File: src/design/nssc_pkg.sv
// shared types and constants for the nearest scale span coordinate generator
`timescale 1ns / 1ps

package nssc_pkg;

   localparam int MAX_SPAN_DEF   = 64;
   localparam int COORD_BITS_DEF = 12;

   // payload widths fixed by the interface
   localparam int OUT_W      = 25;
   localparam int LEN_W      = 7;
   localparam int COORD_IN_W = 16;
   localparam int REQ_W      = 40;
   localparam int RSP_W      = 56;
   localparam int CSR_IDX_W  = 3;
   localparam int CSR_DATA_W = 16;

   // running column: 16 bit difference plus span offset, signed
   localparam int XW = 18;

   typedef enum logic [CSR_IDX_W-1:0] {
      CSR_ORIGIN_X = 3'd0,
      CSR_ORIGIN_Y = 3'd1,
      CSR_START_X  = 3'd2,
      CSR_START_Y  = 3'd3,
      CSR_DEST_W   = 3'd4,
      CSR_DEST_H   = 3'd5,
      CSR_SRC_W    = 3'd6,
      CSR_SRC_H    = 3'd7
   } csr_idx_type;

   typedef enum logic [2:0] {
      ST_IDLE,
      ST_ROW_GO,
      ST_ROW_WAIT,
      ST_PIX,
      ST_COL_WAIT,
      ST_EMIT
   } seq_state_type;

   typedef struct packed {
      logic busy;
      logic done;
   } div_stat_type;

endpackage

File: src/design/nssc_div.sv
// bit-serial restoring divider, one quotient bit per cycle
`timescale 1ns / 1ps

module nssc_div #(
   parameter int COORD_BITS = nssc_pkg::COORD_BITS_DEF
) (
   input  logic                       clock,
   input  logic                       reset,
   input  logic                       start,
   input  logic [2*COORD_BITS:0]      dividend,
   input  logic [COORD_BITS-1:0]      divisor,
   output logic [nssc_pkg::OUT_W-1:0] quotient,
   output nssc_pkg::div_stat_type     stat
);

   localparam int PW = 2 * COORD_BITS + 1;
   localparam int CW = $clog2(PW);

   logic                  busy_ff, busy_in;
   logic                  done_ff, done_in;
   logic [CW-1:0]         cnt_ff, cnt_in;
   logic [COORD_BITS-1:0] rem_ff, rem_in;
   logic [PW-1:0]         quo_ff, quo_in;
   logic [COORD_BITS-1:0] dsr_ff, dsr_in;

   logic [COORD_BITS:0]   trial;
   logic [COORD_BITS:0]   diff;
   logic                  ge;

   always_comb begin
      trial = {rem_ff, quo_ff[PW-1]};
      ge    = trial >= {1'b0, dsr_ff};
      diff  = trial - {1'b0, dsr_ff};

      busy_in = busy_ff;
      done_in = 1'b0;
      cnt_in  = cnt_ff;
      rem_in  = rem_ff;
      quo_in  = quo_ff;
      dsr_in  = dsr_ff;
      if (start) begin
         busy_in = 1'b1;
         cnt_in  = '0;
         rem_in  = '0;
         quo_in  = dividend;
         dsr_in  = divisor;
      end else if (busy_ff) begin
         // dividend bits leave at the top while quotient bits enter at the bottom
         rem_in = ge ? diff[COORD_BITS-1:0] : trial[COORD_BITS-1:0];
         quo_in = {quo_ff[PW-2:0], ge};
         cnt_in = cnt_ff + 1'b1;
         if (cnt_ff == CW'(PW - 1)) begin
            busy_in = 1'b0;
            done_in = 1'b1;
         end
      end
   end

   always_ff @(posedge clock) begin
      if (reset) begin
         busy_ff <= 1'b0;
         done_ff <= 1'b0;
      end else begin
         busy_ff <= busy_in;
         done_ff <= done_in;
      end
      cnt_ff <= cnt_in;
      rem_ff <= rem_in;
      quo_ff <= quo_in;
      dsr_ff <= dsr_in;
   end

   assign quotient  = nssc_pkg::OUT_W'(quo_ff);
   assign stat.busy = busy_ff;
   assign stat.done = done_ff;

endmodule

File: src/design/nssc_seq.sv
// span sequencer: walks the pixels, launches divides and holds the result word
`timescale 1ns / 1ps

module nssc_seq #(
   parameter int MAX_SPAN   = nssc_pkg::MAX_SPAN_DEF,
   parameter int COORD_BITS = nssc_pkg::COORD_BITS_DEF
) (
   input  logic                            clock,
   input  logic                            reset,
   input  logic                            req_tvalid,
   output logic                            req_tready,
   input  logic [nssc_pkg::COORD_IN_W-1:0] span_x,
   input  logic [nssc_pkg::COORD_IN_W-1:0] span_y,
   input  logic [nssc_pkg::LEN_W-1:0]      span_length,
   input  logic [nssc_pkg::COORD_IN_W-1:0] origin_x,
   input  logic [nssc_pkg::COORD_IN_W-1:0] origin_y,
   input  logic [COORD_BITS-1:0]           start_x,
   input  logic [COORD_BITS-1:0]           start_y,
   input  logic [COORD_BITS-1:0]           dest_w,
   input  logic [COORD_BITS-1:0]           dest_h,
   input  logic [COORD_BITS-1:0]           src_w,
   input  logic [COORD_BITS-1:0]           src_h,
   output logic                            div_start,
   output logic [2*COORD_BITS:0]           div_dividend,
   output logic [COORD_BITS-1:0]           div_divisor,
   input  logic [nssc_pkg::OUT_W-1:0]      div_quotient,
   input  nssc_pkg::div_stat_type          div_stat,
   output logic                            rsp_tvalid,
   input  logic                            rsp_tready,
   output logic [nssc_pkg::OUT_W-1:0]      src_col,
   output logic [nssc_pkg::OUT_W-1:0]      src_row,
   output logic                            inside_res,
   output logic                            last
);

   localparam int PW = 2 * COORD_BITS + 1;
   localparam int LW = $clog2(MAX_SPAN + 1);
   localparam int XW = nssc_pkg::XW;
   localparam int YW = nssc_pkg::COORD_IN_W + 1;

   nssc_pkg::seq_state_type state_ff, state_in;

   logic [XW-1:0]             cx_ff, cx_in;
   logic [COORD_BITS-1:0]     y_idx_ff, y_idx_in;
   logic                      row_in_ff, row_in_in;
   logic [LW-1:0]             remain_ff, remain_in;
   logic [nssc_pkg::OUT_W-1:0] row_q_ff, row_q_in;
   logic [nssc_pkg::OUT_W-1:0] col_q_ff, col_q_in;
   logic                      px_in_ff, px_in_in;
   logic                      valid_ff, valid_in;
   logic [nssc_pkg::OUT_W-1:0] col_out_ff, col_out_in;
   logic [nssc_pkg::OUT_W-1:0] row_out_ff, row_out_in;
   logic                      inside_ff, inside_in;
   logic                      last_ff, last_in;

   logic                      accept;
   logic [XW-1:0]             x_calc;
   logic [YW-1:0]             y_calc;
   logic                      row_hit;
   logic [LW-1:0]             len_calc;
   logic                      px_hit;
   logic                      out_free;
   logic                      row_sel;
   logic [COORD_BITS-1:0]     idx;
   logic [COORD_BITS-1:0]     base;
   logic [COORD_BITS-1:0]     scale;
   logic [COORD_BITS:0]       sum;

   always_comb begin
      accept   = req_tvalid && req_tready;
      x_calc   = XW'($signed(span_x)) - XW'($signed(origin_x));
      y_calc   = YW'($signed(span_y)) - YW'($signed(origin_y));
      row_hit  = !y_calc[YW-1] &&
                 (y_calc[YW-2:0] < nssc_pkg::COORD_IN_W'(dest_h));
      len_calc = (32'(span_length) > MAX_SPAN) ? LW'(MAX_SPAN) : LW'(span_length);
      px_hit   = row_in_ff && !cx_ff[XW-1] && (cx_ff < XW'(dest_w));
      out_free = !valid_ff || rsp_tready;

      // one multiplier shared by row and column, divider takes the product
      row_sel      = (state_ff == nssc_pkg::ST_ROW_GO);
      idx          = row_sel ? y_idx_ff : cx_ff[COORD_BITS-1:0];
      base         = row_sel ? start_y : start_x;
      scale        = row_sel ? src_h : src_w;
      sum          = {1'b0, idx} + {1'b0, base};
      div_dividend = PW'(sum) * PW'(scale);
      div_divisor  = row_sel ? dest_h : dest_w;
   end

   // next state
   always_comb begin
      state_in = state_ff;
      unique case (state_ff)
         nssc_pkg::ST_IDLE: begin
            if (accept && (len_calc != '0)) begin
               state_in = row_hit ? nssc_pkg::ST_ROW_GO : nssc_pkg::ST_PIX;
            end
         end
         nssc_pkg::ST_ROW_GO: begin
            state_in = nssc_pkg::ST_ROW_WAIT;
         end
         nssc_pkg::ST_ROW_WAIT: begin
            if (div_stat.done) begin
               state_in = nssc_pkg::ST_PIX;
            end
         end
         nssc_pkg::ST_PIX: begin
            state_in = px_hit ? nssc_pkg::ST_COL_WAIT : nssc_pkg::ST_EMIT;
         end
         nssc_pkg::ST_COL_WAIT: begin
            if (div_stat.done) begin
               state_in = nssc_pkg::ST_EMIT;
            end
         end
         nssc_pkg::ST_EMIT: begin
            if (out_free) begin
               state_in = (remain_ff == LW'(1)) ? nssc_pkg::ST_IDLE : nssc_pkg::ST_PIX;
            end
         end
         default: begin
            state_in = nssc_pkg::ST_IDLE;
         end
      endcase
   end

   // outputs and datapath updates
   always_comb begin
      req_tready = 1'b0;
      div_start  = 1'b0;
      cx_in      = cx_ff;
      y_idx_in   = y_idx_ff;
      row_in_in  = row_in_ff;
      remain_in  = remain_ff;
      row_q_in   = row_q_ff;
      col_q_in   = col_q_ff;
      px_in_in   = px_in_ff;
      valid_in   = rsp_tready ? 1'b0 : valid_ff;
      col_out_in = col_out_ff;
      row_out_in = row_out_ff;
      inside_in  = inside_ff;
      last_in    = last_ff;
      unique case (state_ff)
         nssc_pkg::ST_IDLE: begin
            req_tready = 1'b1;
            if (accept) begin
               cx_in     = x_calc;
               y_idx_in  = y_calc[COORD_BITS-1:0];
               row_in_in = row_hit;
               remain_in = len_calc;
            end
         end
         nssc_pkg::ST_ROW_GO: begin
            div_start = 1'b1;
         end
         nssc_pkg::ST_ROW_WAIT: begin
            if (div_stat.done) begin
               row_q_in = div_quotient;
            end
         end
         nssc_pkg::ST_PIX: begin
            px_in_in  = px_hit;
            div_start = px_hit;
         end
         nssc_pkg::ST_COL_WAIT: begin
            if (div_stat.done) begin
               col_q_in = div_quotient;
            end
         end
         nssc_pkg::ST_EMIT: begin
            if (out_free) begin
               valid_in   = 1'b1;
               col_out_in = px_in_ff ? col_q_ff : '0;
               row_out_in = px_in_ff ? row_q_ff : '0;
               inside_in  = px_in_ff;
               last_in    = (remain_ff == LW'(1));
               remain_in  = remain_ff - 1'b1;
               cx_in      = cx_ff + 1'b1;
            end
         end
         default: begin
         end
      endcase
   end

   always_ff @(posedge clock) begin
      if (reset) begin
         state_ff <= nssc_pkg::ST_IDLE;
         valid_ff <= 1'b0;
      end else begin
         state_ff <= state_in;
         valid_ff <= valid_in;
      end
      cx_ff      <= cx_in;
      y_idx_ff   <= y_idx_in;
      row_in_ff  <= row_in_in;
      remain_ff  <= remain_in;
      row_q_ff   <= row_q_in;
      col_q_ff   <= col_q_in;
      px_in_ff   <= px_in_in;
      col_out_ff <= col_out_in;
      row_out_ff <= row_out_in;
      inside_ff  <= inside_in;
      last_ff    <= last_in;
   end

   assign rsp_tvalid = valid_ff;
   assign src_col    = col_out_ff;
   assign src_row    = row_out_ff;
   assign inside_res = inside_ff;
   assign last       = last_ff;

endmodule

File: src/design/nearest_scale_span_coords.sv
// top level: register file, span sequencer and serial divider
`timescale 1ns / 1ps

// Nearest-neighbour scaled span coordinates. A request word gives a span
// (x, row, length); the block returns one word per pixel, in order, holding
// the source column and row ((index + start) * src / dest) and an inside flag,
// with tlast on the final pixel. Pixels outside the destination rectangle give
// inside = 0 and zero coordinates. Lengths above MAX_SPAN are cut to MAX_SPAN;
// a zero length gives no words. Spans are handled one at a time. The cost is
// set by the bit-serial divider, which produces one quotient bit per cycle: a
// span whose row is inside runs one divide for the row, then one divide for
// each inside pixel, while outside pixels need no divide; a stalled result
// side adds its stall to the pixel waiting to leave. The user must write the
// registers through the csr port only while no span is in progress; the block
// itself does not enforce it.

module nearest_scale_span_coords #(
   parameter int MAX_SPAN   = nssc_pkg::MAX_SPAN_DEF,
   parameter int COORD_BITS = nssc_pkg::COORD_BITS_DEF
) (
   input  logic                            clock,
   input  logic                            reset,
   input  logic                            req_tvalid,
   output logic                            req_tready,
   // span_x, span_y, span_length, zero pad
   input  logic [nssc_pkg::REQ_W-1:0]      req_tdata,
   output logic                            rsp_tvalid,
   input  logic                            rsp_tready,
   // src_col, src_row, zero pad
   output logic [nssc_pkg::RSP_W-1:0]      rsp_tdata,
   // inside_res
   output logic                            rsp_tuser,
   output logic                            rsp_tlast,
   input  logic                            csr_we,
   input  logic [nssc_pkg::CSR_IDX_W-1:0]  csr_addr,
   input  logic [nssc_pkg::CSR_DATA_W-1:0] csr_wdata
);

   localparam int OW = nssc_pkg::OUT_W;
   localparam int CI = nssc_pkg::COORD_IN_W;

   logic [CI-1:0]         origin_x_ff, origin_x_in;
   logic [CI-1:0]         origin_y_ff, origin_y_in;
   logic [COORD_BITS-1:0] start_x_ff, start_x_in;
   logic [COORD_BITS-1:0] start_y_ff, start_y_in;
   logic [COORD_BITS-1:0] dest_w_ff, dest_w_in;
   logic [COORD_BITS-1:0] dest_h_ff, dest_h_in;
   logic [COORD_BITS-1:0] src_w_ff, src_w_in;
   logic [COORD_BITS-1:0] src_h_ff, src_h_in;

   logic                  div_start;
   logic [2*COORD_BITS:0] div_dividend;
   logic [COORD_BITS-1:0] div_divisor;
   logic [OW-1:0]         div_quotient;
   nssc_pkg::div_stat_type div_stat;

   logic [OW-1:0]         src_col;
   logic [OW-1:0]         src_row;

   always_comb begin
      origin_x_in = origin_x_ff;
      origin_y_in = origin_y_ff;
      start_x_in  = start_x_ff;
      start_y_in  = start_y_ff;
      dest_w_in   = dest_w_ff;
      dest_h_in   = dest_h_ff;
      src_w_in    = src_w_ff;
      src_h_in    = src_h_ff;
      if (csr_we) begin
         unique case (nssc_pkg::csr_idx_type'(csr_addr))
            nssc_pkg::CSR_ORIGIN_X: origin_x_in = csr_wdata;
            nssc_pkg::CSR_ORIGIN_Y: origin_y_in = csr_wdata;
            nssc_pkg::CSR_START_X:  start_x_in  = csr_wdata[COORD_BITS-1:0];
            nssc_pkg::CSR_START_Y:  start_y_in  = csr_wdata[COORD_BITS-1:0];
            nssc_pkg::CSR_DEST_W:   dest_w_in   = csr_wdata[COORD_BITS-1:0];
            nssc_pkg::CSR_DEST_H:   dest_h_in   = csr_wdata[COORD_BITS-1:0];
            nssc_pkg::CSR_SRC_W:    src_w_in    = csr_wdata[COORD_BITS-1:0];
            nssc_pkg::CSR_SRC_H:    src_h_in    = csr_wdata[COORD_BITS-1:0];
            default: begin
            end
         endcase
      end
   end

   always_ff @(posedge clock) begin
      if (reset) begin
         origin_x_ff <= '0;
         origin_y_ff <= '0;
         start_x_ff  <= '0;
         start_y_ff  <= '0;
         dest_w_ff   <= COORD_BITS'(1);
         dest_h_ff   <= COORD_BITS'(1);
         src_w_ff    <= COORD_BITS'(1);
         src_h_ff    <= COORD_BITS'(1);
      end else begin
         origin_x_ff <= origin_x_in;
         origin_y_ff <= origin_y_in;
         start_x_ff  <= start_x_in;
         start_y_ff  <= start_y_in;
         dest_w_ff   <= dest_w_in;
         dest_h_ff   <= dest_h_in;
         src_w_ff    <= src_w_in;
         src_h_ff    <= src_h_in;
      end
   end

   nssc_seq #(
      .MAX_SPAN   (MAX_SPAN),
      .COORD_BITS (COORD_BITS)
   ) u_seq (
      .clock        (clock),
      .reset        (reset),
      .req_tvalid   (req_tvalid),
      .req_tready   (req_tready),
      .span_x       (req_tdata[CI-1:0]),
      .span_y       (req_tdata[2*CI-1:CI]),
      .span_length  (req_tdata[2*CI+nssc_pkg::LEN_W-1:2*CI]),
      .origin_x     (origin_x_ff),
      .origin_y     (origin_y_ff),
      .start_x      (start_x_ff),
      .start_y      (start_y_ff),
      .dest_w       (dest_w_ff),
      .dest_h       (dest_h_ff),
      .src_w        (src_w_ff),
      .src_h        (src_h_ff),
      .div_start    (div_start),
      .div_dividend (div_dividend),
      .div_divisor  (div_divisor),
      .div_quotient (div_quotient),
      .div_stat     (div_stat),
      .rsp_tvalid   (rsp_tvalid),
      .rsp_tready   (rsp_tready),
      .src_col      (src_col),
      .src_row      (src_row),
      .inside_res   (rsp_tuser),
      .last         (rsp_tlast)
   );

   nssc_div #(
      .COORD_BITS (COORD_BITS)
   ) u_div (
      .clock    (clock),
      .reset    (reset),
      .start    (div_start),
      .dividend (div_dividend),
      .divisor  (div_divisor),
      .quotient (div_quotient),
      .stat     (div_stat)
   );

   assign rsp_tdata = {(nssc_pkg::RSP_W - 2*OW)'(0), src_row, src_col};

`ifndef SYNTHESIS
   // a divide is never launched on top of one still running
   assert property (@(posedge clock) disable iff (reset)
      div_start |-> !div_stat.busy)
      else $error("divider restarted while busy");

   // pixels outside the rectangle carry zero coordinates
   assert property (@(posedge clock) disable iff (reset)
      (rsp_tvalid && !rsp_tuser) |-> (rsp_tdata[2*OW-1:0] == '0))
      else $error("outside pixel with nonzero coordinates");

   // a span of nonzero length keeps the request side closed next cycle
   assert property (@(posedge clock) disable iff (reset)
      (req_tvalid && req_tready && (req_tdata[2*CI+nssc_pkg::LEN_W-1:2*CI] != '0))
      |=> !req_tready)
      else $error("request taken while a span is in progress");
`endif

endmodule

File: config.mk
export PLATFORM = sky130hd
export DESIGN_NAME = nearest_scale_span_coords
export DESIGN_NICKNAME = d
export VERILOG_FILES = /design/src/design/nssc_pkg.sv /design/src/design/nssc_div.sv /design/src/design/nssc_seq.sv /design/src/design/nearest_scale_span_coords.sv
export SDC_FILE = /design/constraint.sdc
export NUM_CORES = 1
export LEC_CHECK = 0
export BUFFER_PORTS_ARGS = -buffer_cell sky130_fd_sc_hd__buf_2
export CAP_MARGIN = 10
export CORE_UTILIZATION = 41
export DETAILED_ROUTE_END_ITERATION = 10
export PLACE_DENSITY = 0.67
export SLEW_MARGIN = 10
export SYNTH_ARGS = -nofsm -noshare
export SYNTH_HDL_FRONTEND = slang
export SYNTH_SLANG_ARGS = --single-unit
File: constraint.sdc
create_clock -name clock -period 25 [get_ports clock]
set_input_delay 3.75 -clock clock [delete_from_list [all_inputs] [get_ports clock]]
set_output_delay 3.75 -clock clock [all_outputs]
set_load 0.005 [all_outputs]
; ---- Word-level counts from Yosys, hierarchy flattened
; Index checks and enable logic that the tools add are counted.
[classes]
add_sub_neg = 7
multipliers = 1
div_mod_pow = 0
magnitude_cmp = 4
eq_ne = 19
n_shift = 0
n_mux = 31
bitwise = 1
n_reduce_logical = 29
[op_table]
columns = operator, n
row1 = 2-to-1 mux 12 bit, 5
row2 = 2-to-1 mux 25 bit, 2
row3 = 2-to-1 mux 18 bit, 2
row4 = one-hot mux 18 bit (2 select lines), 1
row5 = subtractor 16 x 16 -> 17 bit, 2
row6 = multiplier 13 x 12 -> 25 bit, 1
row7 = AND reduction 2 bit, 12
row8 = 2-to-1 mux 7 bit, 3
row9 = adder 18 x 1 -> 18 bit (second input constant), 1
row10 = equality test 3 bit (second input constant), 6
row11 = less-than comparator 18 x 12 -> 1 bit, 1
row12 = one-hot mux 3 bit (6 select lines), 1
row13 = less-than comparator 16 x 12 -> 1 bit, 1
row14 = one-hot mux 7 bit (2 select lines), 1
row15 = adder 12 x 12 -> 13 bit, 1
row16 = >= comparator 13 x 12 -> 1 bit, 1
row17 = equality test 3 x 2 -> 1 bit (second input constant), 4
row18 = 2-to-1 mux 3 bit, 4
row19 = subtractor 12 bit, 1
row20 = != test 2 x 1 -> 1 bit (second input constant), 5
row21 = 2-to-1 mux 1 bit, 9
row22 = equality test 7 x 1 -> 1 bit (second input constant), 1
row23 = > comparator 7 bit (second input constant), 1
row24 = nonzero test 7 bit, 1
row25 = 15 further kinds, 25
[word_totals]
ff_bits = 305
latchBits = 0
mem_bits_rw = 0
mem_bits_ro = 0
out_inout_bits = 60
mem_count = 0

; ---- Depth between registers and ports, before layout
; Gate-level depths: netlist (run 1).
[depth]
ltp_word = 6
mapped_depth = 34

; ---- Hierarchy
; A second synthesis (run 1) with hierarchy kept.
[unflattened]
cells_unflattened = 2037
hier_area_um2 = 20938.8
[by_module_without_submodules]
columns = module, instances, cells_each, area_each_um2, seq_area_each_um2
row1 = nssc_seq, 1, 1404, 13785.7, 4314.1
row2 = nearest_scale_span_coords, 1, 384, 4205.3, 2082.0
row3 = nssc_div, 1, 249, 2947.8, 1491.4

; ---- Least setup slack after synthesis (run 1)
; No wires, ideal clock.
[synth_path]
kind = register -> register
from = register u_seq.state_ff[0]
to = register u_div.quo_ff[23] (netlist: u_div.quotient[23]) (data pin)
arrival_time_ps = 7872
t_required_ps = 24734
slack_ps = 16862
stages_incl_launch_ff = 34
synth_period_minus_slack_ps = 8138
cell_sequence = dfxtp_1 > buf_2 > nand2_1 > nor2_1 > clkbuf_1 > clkbuf_1 > mux2_2 > ha_1 > inv_1 > fa_1 > nor2b_1 > o21ai_1 > a21boi_1 > o21ai_1 > nand2b_1 > xor2_1 > nand2_1 > fa_1 > fa_1 > fa_1 > inv_1 > fa_1 > inv_1 > fa_1 > inv_1 > ha_1 > a211o_1 > nand3b_1 > o2111ai_1 > nand3_1 > o31a_1 > o311ai_2 > and3_1 > o31ai_2
[synth_via]
elab_chain_len = 5
word_cells_on_any_way = 9
[synth_lines]
columns = item, line
row1 = start: declaration, nssc_seq.sv:41  ; nssc_pkg::seq_state_type state_ff, state_in;
row2 = start signal: assignment, nssc_seq.sv:186  ; state_ff <= nssc_pkg::ST_IDLE;
row3 = start signal: assignment, nssc_seq.sv:189  ; state_ff <= state_in;
row4 = equality test 3 x 1 -> 1 bit, "nssc_seq.sv:80, nssc_seq.sv:141"
row5 = 2-to-1 mux 12 bit (on tied branches), "nssc_seq.sv:81, nssc_seq.sv:82"
row6 = adder 12 x 12 -> 13 bit, nssc_seq.sv:84  ; sum = {1'b0, idx} + {1'b0, base};
row7 = multiplier 13 x 12 -> 25 bit, nssc_seq.sv:85  ; div_dividend = PW'(sum) * PW'(scale);
row8 = 2-to-1 mux 25 bit *, nssc_div.sv:41  ; if (start) begin
row9 = named net u_div.quo_in[23], nssc_div.sv:23  ; logic [PW-1:0] quo_ff, quo_in;
row10 = end signal: assignment, nssc_div.sv:69  ; quo_ff <= quo_in;
row11 = end: declaration, nssc_div.sv:23
; Mark *: on every way through the listed nets, which the timed path passes. The rest lies on a longest branch.
; A chain may end at the register's enable or synchronous reset.

; ---- Final worst setup path (run 1)
; Same ends and word-level chain as after synthesis.

==> reports/results.txt, run 1 <==
The flow ran to the end, and the final reports show no timing, DRC or antenna violations. For the number of gates resized after cts, the log shows 0. The wire length of the first global-routing pass is 73300 um, and the total global-route track usage is 18.1%. The tools report the total iterations of the first detailed-routing run as 5. Number of maximum-capacitance violations: 0. Startpoint-to-endpoint class of the critical path: reg -> reg. After filler insertion, the fill cell instance count of the layout stands at 4528. Dominant combinational cell family by area after synthesis: adder cells.

The path category of the worst min-delay check is reg -> reg. The logs give 109 MHz for the highest attainable clock frequency and 25.26 ns for the required arrival time at the worst endpoint. The H-tree was split into 2 levels. The final critical path takes up 36.7% of the cycle.

In this run the static leakage power is 9.13 nW. The met2 layer usage reported by global route was 29.8%. The logs give 2.83% for the met3 global-route usage and 0 for the count of final hold-check violations. The tools report the count of vias placed by the detailed router as 14.6k. The synthesized netlist contains 75 unique library cells.

The actual transition at the worst max-transition pin was 1.23 ns. The remaining antenna violation count after routing is 0, and the share of flip-flops with an asynchronous set or reset after synthesis is 0%. The tree is rooted in a sky130_fd_sc_hd__clkbuf_16. The simple-gate share of the synthesized area is 17.0%, and the area of the core is 48100 um2.

Endpoint arrival time on the critical path: 9.42 ns. After synthesis the cells add up to 20200 um2. The logs give 0 for the post-CTS setup repair buffer count and 50100 um2 for the overall die area.

The kind of start point of the critical path was a flop. The logs give 2897 for the number of standard cells in the final layout excluding fillers and 15.90 ns for the worst setup slack before clock tree synthesis. Dividing the detail-routed wire length by the instance count gives 15.5 um.

Entering global routing, the biggest net connects 75 pins. Number of synthesized register bits: 305. The relative area change from synthesis to final layout is 11.3%.

In this design, the critical path's most frequently occurring cell is sky130_fd_sc_hd__fa_1. The number of flops mapped to enable cells by yosys is 178, and the met1 demand-to-capacity share in global routing is 24.4%. STA classifies the critical path endpoint as a flop. After legalization and detailed placement, the total HPWL measured 33000 um. After detailed routing, the number of vias per cell comes to 5.06. The total setup violations reported at the end of the flow came out at 0. For this design, the CTS-stage hold fixing added 0 buffers.

The post-route netlist has 10.7% of its cells at a drive strength greater than 1. The clock drives 305 sinks. The width of the die works out to 224 um. TritonCTS built the clock tree.

The post-detailed-route DRC marker count was 0; the maximum fanout along the worst path was 59. The area share of xor/xnor cells in the synthesized design is 3.73%, and the number of diodes added for antenna fixing is 0. The share of the Yosys chip area taken by registers is 39.1%. After layout, the worst setup slack is 15.83 ns. The power per cell area was 84.1 nW/um2.

The run gives 757 as the number of DRC markers in iteration 0. The congestion estimate from routability-driven global placement came to 0.875. The stage delay of the slowest cell on the critical path works out to 0.80 ns.

The fraction of the mapped netlist area in adder cells is 20.4%. The worst path needs 9.17 ns of the cycle, external delays included. The run gives 0 ns as the setup TNS. Row generation in the floorplan step produced 80 rows. The slowest stage cell on the critical path was sky130_fd_sc_hd__xnor2_1. The run gives 0.0278 ns as the worst-case clock skew.

Setup repair after global routing left no endpoint under its margin. The number of global-route vias before repair is 14.7k, and the number of antenna violations at the first check in global routing is 0. The most frequently used flop master after synthesis is sky130_fd_sc_hd__edfxtp_1. The final count of pins violating max slew was 0; the multiplexer share of the synthesized area was 3.04%. Summing the areas of all compound-gate instances in the mapped netlist gives 10.6% of the synthesized area.

The starting density of the core was 41.9%; the clock network latency to the later pin of the worst-skew pair was 0.55 ns. Buffers placed on the I/O ports in this run total 116. The average cell area after synthesis is 9.45 um2, and the height of the die is 224 um.

The cell count after synthesis came out at 2136. Most heavily used metal layer in global routing: met2. The total wirelength of the detailed-routed design was 44800 um. The worst supply voltage drop on vdd was 0.0000411 V. The worst pin sits at a relative slew slack of 15.5%.

Yosys printed 0 warnings. The clock-pin slew of the registers on the worst-case setup and hold paths was 0.06 ns; the final net count was 2539. The CTS buffer count was 36; the total power draw was 0.00189 W. In this run the deepest clock path goes through 3 buffers. After global routing the overflow that remains totals 0. The count of placed standard cells including taps was 2832; the boundary pin count was 124.
==> layout by cell type (no fill, tap or decap), types with 5 or more instances in the layout <==
master / instances
sky130_fd_sc_hd__a211oi_1: 5
sky130_fd_sc_hd__a21o_1: 13
sky130_fd_sc_hd__a21oi_1: 180
sky130_fd_sc_hd__a31oi_1: 5
sky130_fd_sc_hd__and2_1: 58
sky130_fd_sc_hd__and3_1: 7
sky130_fd_sc_hd__buf_2: 115
sky130_fd_sc_hd__buf_4: 16
sky130_fd_sc_hd__clkbuf_1: 6
sky130_fd_sc_hd__clkbuf_16: 36
sky130_fd_sc_hd__clkinv_1: 9
sky130_fd_sc_hd__conb_1: 6
sky130_fd_sc_hd__dfxtp_1: 127
sky130_fd_sc_hd__edfxtp_1: 178
sky130_fd_sc_hd__fa_1: 114
sky130_fd_sc_hd__ha_1: 146
sky130_fd_sc_hd__inv_1: 222
sky130_fd_sc_hd__mux2_2: 34
sky130_fd_sc_hd__mux2i_1: 19
sky130_fd_sc_hd__nand2_1: 361
sky130_fd_sc_hd__nand2b_1: 46
sky130_fd_sc_hd__nand3_1: 26
sky130_fd_sc_hd__nand3b_1: 17
sky130_fd_sc_hd__nand4_1: 9
sky130_fd_sc_hd__nor2_1: 129
sky130_fd_sc_hd__nor2b_1: 29
sky130_fd_sc_hd__nor3_1: 29
sky130_fd_sc_hd__nor4_1: 5
sky130_fd_sc_hd__o21a_1: 10
sky130_fd_sc_hd__o21ai_0: 72
sky130_fd_sc_hd__o21ai_1: 12
sky130_fd_sc_hd__o21bai_1: 6
sky130_fd_sc_hd__o31ai_1: 7
sky130_fd_sc_hd__or2_2: 7
sky130_fd_sc_hd__or3_1: 6
sky130_fd_sc_hd__xnor2_1: 51
sky130_fd_sc_hd__xor2_1: 35
==> cell usage after synthesis, drive strengths merged (4+ instances only) <==
cell	n	area (um2)
nor4	5	31.3
buf	14	91.3
nand2	361	1360
nor2	130	488
edfxtp	178	5350
a21o	13	97.6
o31ai	8	65.1
nand3	26	130
or2	9	56.3
o21a	10	75.1
o21ai	85	429
a21oi	182	918
nand4	9	56.3
and3	8	50.1
fa	114	2280
and2	58	363
a21boi	5	37.5
nor3b	5	37.5
o21bai	6	45.0
a211o	5	52.6
ha	146	1830
mux2	36	413
o22ai	4	25.0
o2111ai	4	35.0
o41ai	4	42.6
a211oi	6	50.1
xor2	35	307
nor2b	29	181
nand2b	46	288
mux2i	20	200
inv	223	837
clkbuf	82	319
o211ai	5	42.5
a31oi	5	31.3
xnor2	51	447
or3	6	37.5
nand3b	17	128
dfxtp	127	2540
nor3	29	145
==> path summary, 6_finish.rpt <==
| kind | from | end | slack [ns] | cells after the start |
|---|---|---|---|---|
| worst min-delay path | start_y_ff[7]$_SDFFE_PP0P_ | start_y_ff[7]$_SDFFE_PP0P_ | 0.45 | 2 |
| worst min register to register | start_y_ff[7]$_SDFFE_PP0P_ | start_y_ff[7]$_SDFFE_PP0P_ | 0.45 | 2 |
| worst max register to register | u_seq.state_ff[0]$_SDFFE_PP0P_ | u_div.quotient[23]$_DFFE_PP_ | 15.83 | 31 |
| worst max-delay path | u_seq.state_ff[0]$_SDFFE_PP0P_ | u_div.quotient[23]$_DFFE_PP_ | 15.83 | 31 |
==> metal layers <==
metal / wire length (um) / vias to the layer above
li1: - / 7279
met1: 20700 / 6930
met2: 20700 / 375
met3: 2420 / 63
met4: 894 / 0
met5: 0 / -
==> critical path, delay by kind of cell (launching register included) <==
family,cells,cell delay [ns]
fa+ha+maj,8,3.59
compound gates,9,1.65
simple gates,7,1.21
xor+xnor,1,0.80
buf+inv,5,0.79
flops,1,0.51
mux,1,0.29
==> cell type report <==
type | instances | area [um2] | area share (%)
timing repair buffer | 132 | 723 | 3.22
sequential | 305 | 7890 | 35.1
tap | 656 | 821 | 3.65
inverter | 223 | 837 | 3.73
clock buffer | 44 | 951 | 4.23
multi-input combinational | 1517 | 11100 | 49.3
clock inverter | 20 | 166 | 0.741
==> sequential cells by signal (all words and copies together), names as in the netlist, 16 cells and up <==
name and count:
u_seq.cx_ff 18, origin_y_ff 16, u_seq.col_q_ff 25, u_seq.src_row 25, u_seq.src_col 25, u_seq.row_q_ff 25
u_div.quotient 25, origin_x_ff 16
==> stage by stage <==
| stage | utilization, % | hold WS, ns | instance area, um2 |
|---|---|---|---|
| finish | 46.7 | 0.451 | 22500 |
| detailed placement | 44.3 | 0.444 | 21300 |
| floorplan | - | 0.432 | 20200 |
| global placement | 44.3 | 0.440 | 21300 |
| global route | 46.7 | 0.470 | 22500 |
| CTS | 46.6 | 0.452 | 22400 |
==> kinds of logic (layout without fill, tap and decap cells) <==
| kind of cell | after synthesis | in the layout |
|---|---|---|
| DFF | 305 | 305 |
| muxes | 56 | 56 |
| AOI/OAI and AO/OA | 362 | 362 |
| xor gates and xnor gates | 86 | 86 |
| and+or+nand+nor | 747 | 747 |
| adders and majority gates | 260 | 260 |
| other | 1 | 6 |
| buffers and inverters | 319 | 419 |
==> report_power, final <==
| part | internal (W) | total [W] | switching [W] |
|---|---|---|---|
| registers | 0.000641 | 0.000701 | 0.0000604 |
| clock network | 0.000292 | 0.000499 | 0.000206 |
| logic | 0.000272 | 0.000690 | 0.000418 |
| total | 0.00121 | 0.00189 | 0.000685 |
Power figures use the tool's default switching activity.
==> run 2, diff against run 1 <==
==> constraint.sdc (replaced) <==
create_clock -name clock -period 9.3 [get_ports clock]
set_input_delay 1.395 -clock clock [delete_from_list [all_inputs] [get_ports clock]]
set_output_delay 1.395 -clock clock [all_outputs]
set_load 0.005 [all_outputs]
==> run 2 against run 1 <==
Worst setup slack got worse by 15 ns. Combinational power rose to 2.7 times the previous value. Critical path depth fell by 2. Largest cell class unchanged. Highest routed layer unchanged.
==> reports/results.txt, run 2 (synthesis gave the netlist of run 1 again) <==
The most numerous cell on the critical path is sky130_fd_sc_hd__fa_1 (unchanged). The relative area change from synthesis to final layout was 11.9% (was 11.3%); the clock network latency to the later pin of the worst-skew pair was 0.56 ns (was 0.55 ns). The cell at the root of the clock tree was sky130_fd_sc_hd__clkbuf_16 (unchanged). The tools report the total power draw as 0.00517 W (was 0.00189 W). The run finished with clean final reports. Kind of start point of the critical path: a flop (unchanged). The post-route fraction of the period consumed by the critical path is 91.4% (was 36.7%). The overall die area came out at 50100 um2 (unchanged). The count of input and output buffers came out at 116 (unchanged). The boundary pin count was 124 (unchanged); the relative slew slack was 21.2% (was 15.5%).

The power per cell area came out at 229 nW/um2 (was 84.1 nW/um2). The floorplan row count was 80 (unchanged). The run gives 0 (unchanged) as the remaining antenna violation count after routing. The hold buffer count at cts is 0 (unchanged). The tools report the total global-route track usage as 18.2% (was 18.1%). Number of DRC markers in iteration 0: 799 (was 757). The tools report the total iterations of the first detailed-routing run as 5 (unchanged).

The actual transition at the worst max-transition pin was 1.18 ns (was 1.23 ns); the height of the die was 224 um (unchanged). The logs give 78 (was 75) for the maximum number of pins on one net before global-route repair and 118 MHz (was 109 MHz) for the highest attainable clock frequency. Leading cell type in the layout, fill and taps excluded: sky130_fd_sc_hd__nand2_1 (unchanged). The worst setup path startpoint is u_seq.state_ff[0]$_SDFFE_PP0P_ (unchanged). The number of antenna violations at the first check in global routing is 0 (unchanged), and the share of cells above drive strength 1 is 11.2% (was 10.7%). The path category of the worst min-delay check was reg -> reg (unchanged). The final count of pins violating max slew was 0 (unchanged).

The run gives 0 (unchanged) as the total setup violations reported at the end of the flow. The total wirelength of the detailed-routed design was 45000 um (was 44800 um). Width of the die: 224 um (unchanged). The kind of end point of the critical path is a flop (unchanged).

The logs give 41.9% (unchanged) for the starting density of the core and 0 ns (unchanged) for the setup TNS. The number of buffers on the longest clock path was 3 (unchanged). The wire length of the first global-routing pass was 73600 um (was 73300 um).

Setup repair after global routing left no endpoint under its margin. The startpoint-to-endpoint class of the critical path was reg -> reg (unchanged). For the number of diodes added for antenna fixing, the log shows 0 (unchanged).

The slowest stage cell on the critical path is sky130_fd_sc_hd__fa_1 (was sky130_fd_sc_hd__xnor2_1). Routability congestion estimate from global placement: 0.873 (was 0.875). Top library cells by usage in the layout, fill and taps aside: sky130_fd_sc_hd__nand2_1 (361), sky130_fd_sc_hd__inv_1 (222), sky130_fd_sc_hd__a21oi_1 (180) (unchanged). The count of vias placed by the detailed router is 14.9k (was 14.6k), and the routed length per placed instance is 15.5 um (about the same). The start point of the worst min-delay path was src_h_ff[9]$_SDFFE_PP0P_ (was start_y_ff[7]$_SDFFE_PP0P_). The tools report the area of the core as 48100 um2 (unchanged). The worst flop-to-flop path startpoint was u_seq.state_ff[0]$_SDFFE_PP0P_ (unchanged). The placed wire-length estimate is 33600 um (was 33000 um). The family with the most delay on the worst path was adder cells (unchanged).

The CTS buffer count was 36 (unchanged); the post-detailed-route DRC marker count was 0 (unchanged). For the worst-case clock skew, the log shows 0.0362 ns (was 0.0278 ns). TritonCTS built the clock tree. The run gives 4467 (was 4528) as the layout filler cell count. The number of maximum-capacitance violations is 0 (unchanged). The endpoint arrival time on the critical path is 8.77 ns (was 9.42 ns), and the leakage power is 9.19 nW (was 9.13 nW). The tools report the number of sinks handled by clock tree synthesis as 305 (unchanged). The logs give 0 (unchanged) for the global route total overflow and 2 (unchanged) for the number of H-tree branching levels. The stage delay of the slowest cell on the critical path is 0.55 ns (was 0.80 ns), and the clock-pin slew of the registers on the worst-case setup and hold paths is 0.06 ns (about the same). The required arrival time at the worst endpoint was 9.57 ns (was 25.26 ns); the maximum fanout along the worst path was 10 (was 59). The per-cell via count in the routed design came out at 5.12 (was 5.06).

The worst supply voltage drop on vdd came out at 0.000139 V (was 0.0000411 V). Buffers plus inverters on the worst setup path: 6 (was 5). The logs give 2548 (was 2539) for the final net count and 14.7k (about the same) for the number of global-route vias before repair.

The final period demand of the worst path was 8.50 ns (was 9.17 ns); the count of final hold-check violations was 0 (unchanged).
-- run 2: through the flow --
step / instance area, um2 / utilization, % / hold slack (ns) / cells / setup slack [ns]
3_5_place_dp: 21400 / 44.4 / 0.447 / 2837 / 0.543
3_3_place_gp: 21400 / 44.4 / 0.438 / 2837 / 0.685
5_1_grt: 22600 / 46.9 / 0.470 / 2906 / 0.220
2_1_floorplan: 20200 / - / 0.432 / 2141 / 1.16
4_1_cts: 22500 / 46.8 / 0.454 / 2901 / 0.539
6_report: 22600 / 46.9 / 0.450 / 2906 / 0.804
-- run 2: final timing paths --
| path | end | slack [ns] | depth (start not counted) |
|---|---|---|---|
| hold reg to reg | src_h_ff[9]$_SDFFE_PP0P_ | 0.45 | 2 |
| setup reg to reg | u_div.quotient[23]$_DFFE_PP_ | 0.80 | 29 |
| setup / recovery | u_div.quotient[23]$_DFFE_PP_ | 0.80 | 29 |
| hold / removal | src_h_ff[9]$_SDFFE_PP0P_ | 0.45 | 2 |
-- run 2: timing repair --
item / CTS / global route
endpoints found under the setup margin: 0 / 1
setup buffers: 0 / 4
gates resized for setup: 0 / 0
-- run 2: power by group --
part | internal, W | total, W | leakage, nW | switching [W]
Combinational | 0.000760 | 0.00189 | 5.96 | 0.00113
Sequential | 0.00172 | 0.00189 | 2.68 | 0.000167
Clock | 0.000819 | 0.00139 | 0.563 | 0.000571
-- run 2: final cells by class --
class / count / area, um2 / share of cell area (%)
sequential: 305 / 7890 / 34.9
clock buffer: 46 / 990 / 4.38
clock inverter: 18 / 193 / 0.853
inverter: 223 / 837 / 3.71
tap: 656 / 821 / 3.63
timing repair buffer: 141 / 778 / 3.45
multi-input combinational: 1517 / 11100 / 49.1
-- run 2: worst register-to-register path, delay by kind of cell, from the launching register on --
family | cells | cell delay (ns)
mux | 1 | 0.37
buf+inv | 6 | 0.63
fa+ha+maj | 7 | 3.29
xor+xnor | 1 | 0.50
compound gates | 7 | 1.43
simple gates | 7 | 1.52
flops | 1 | 0.50
-- run 2: routing by layer --
metal  global-route usage (%)  vias up  share of wire (%)
li1                         -     7306                  -
met1                     24.4     7138                 46
met2                     30.4      372                 47
met3                     2.31       72                4.7
met4                     5.66        0                2.3
met5                        0        -                  0
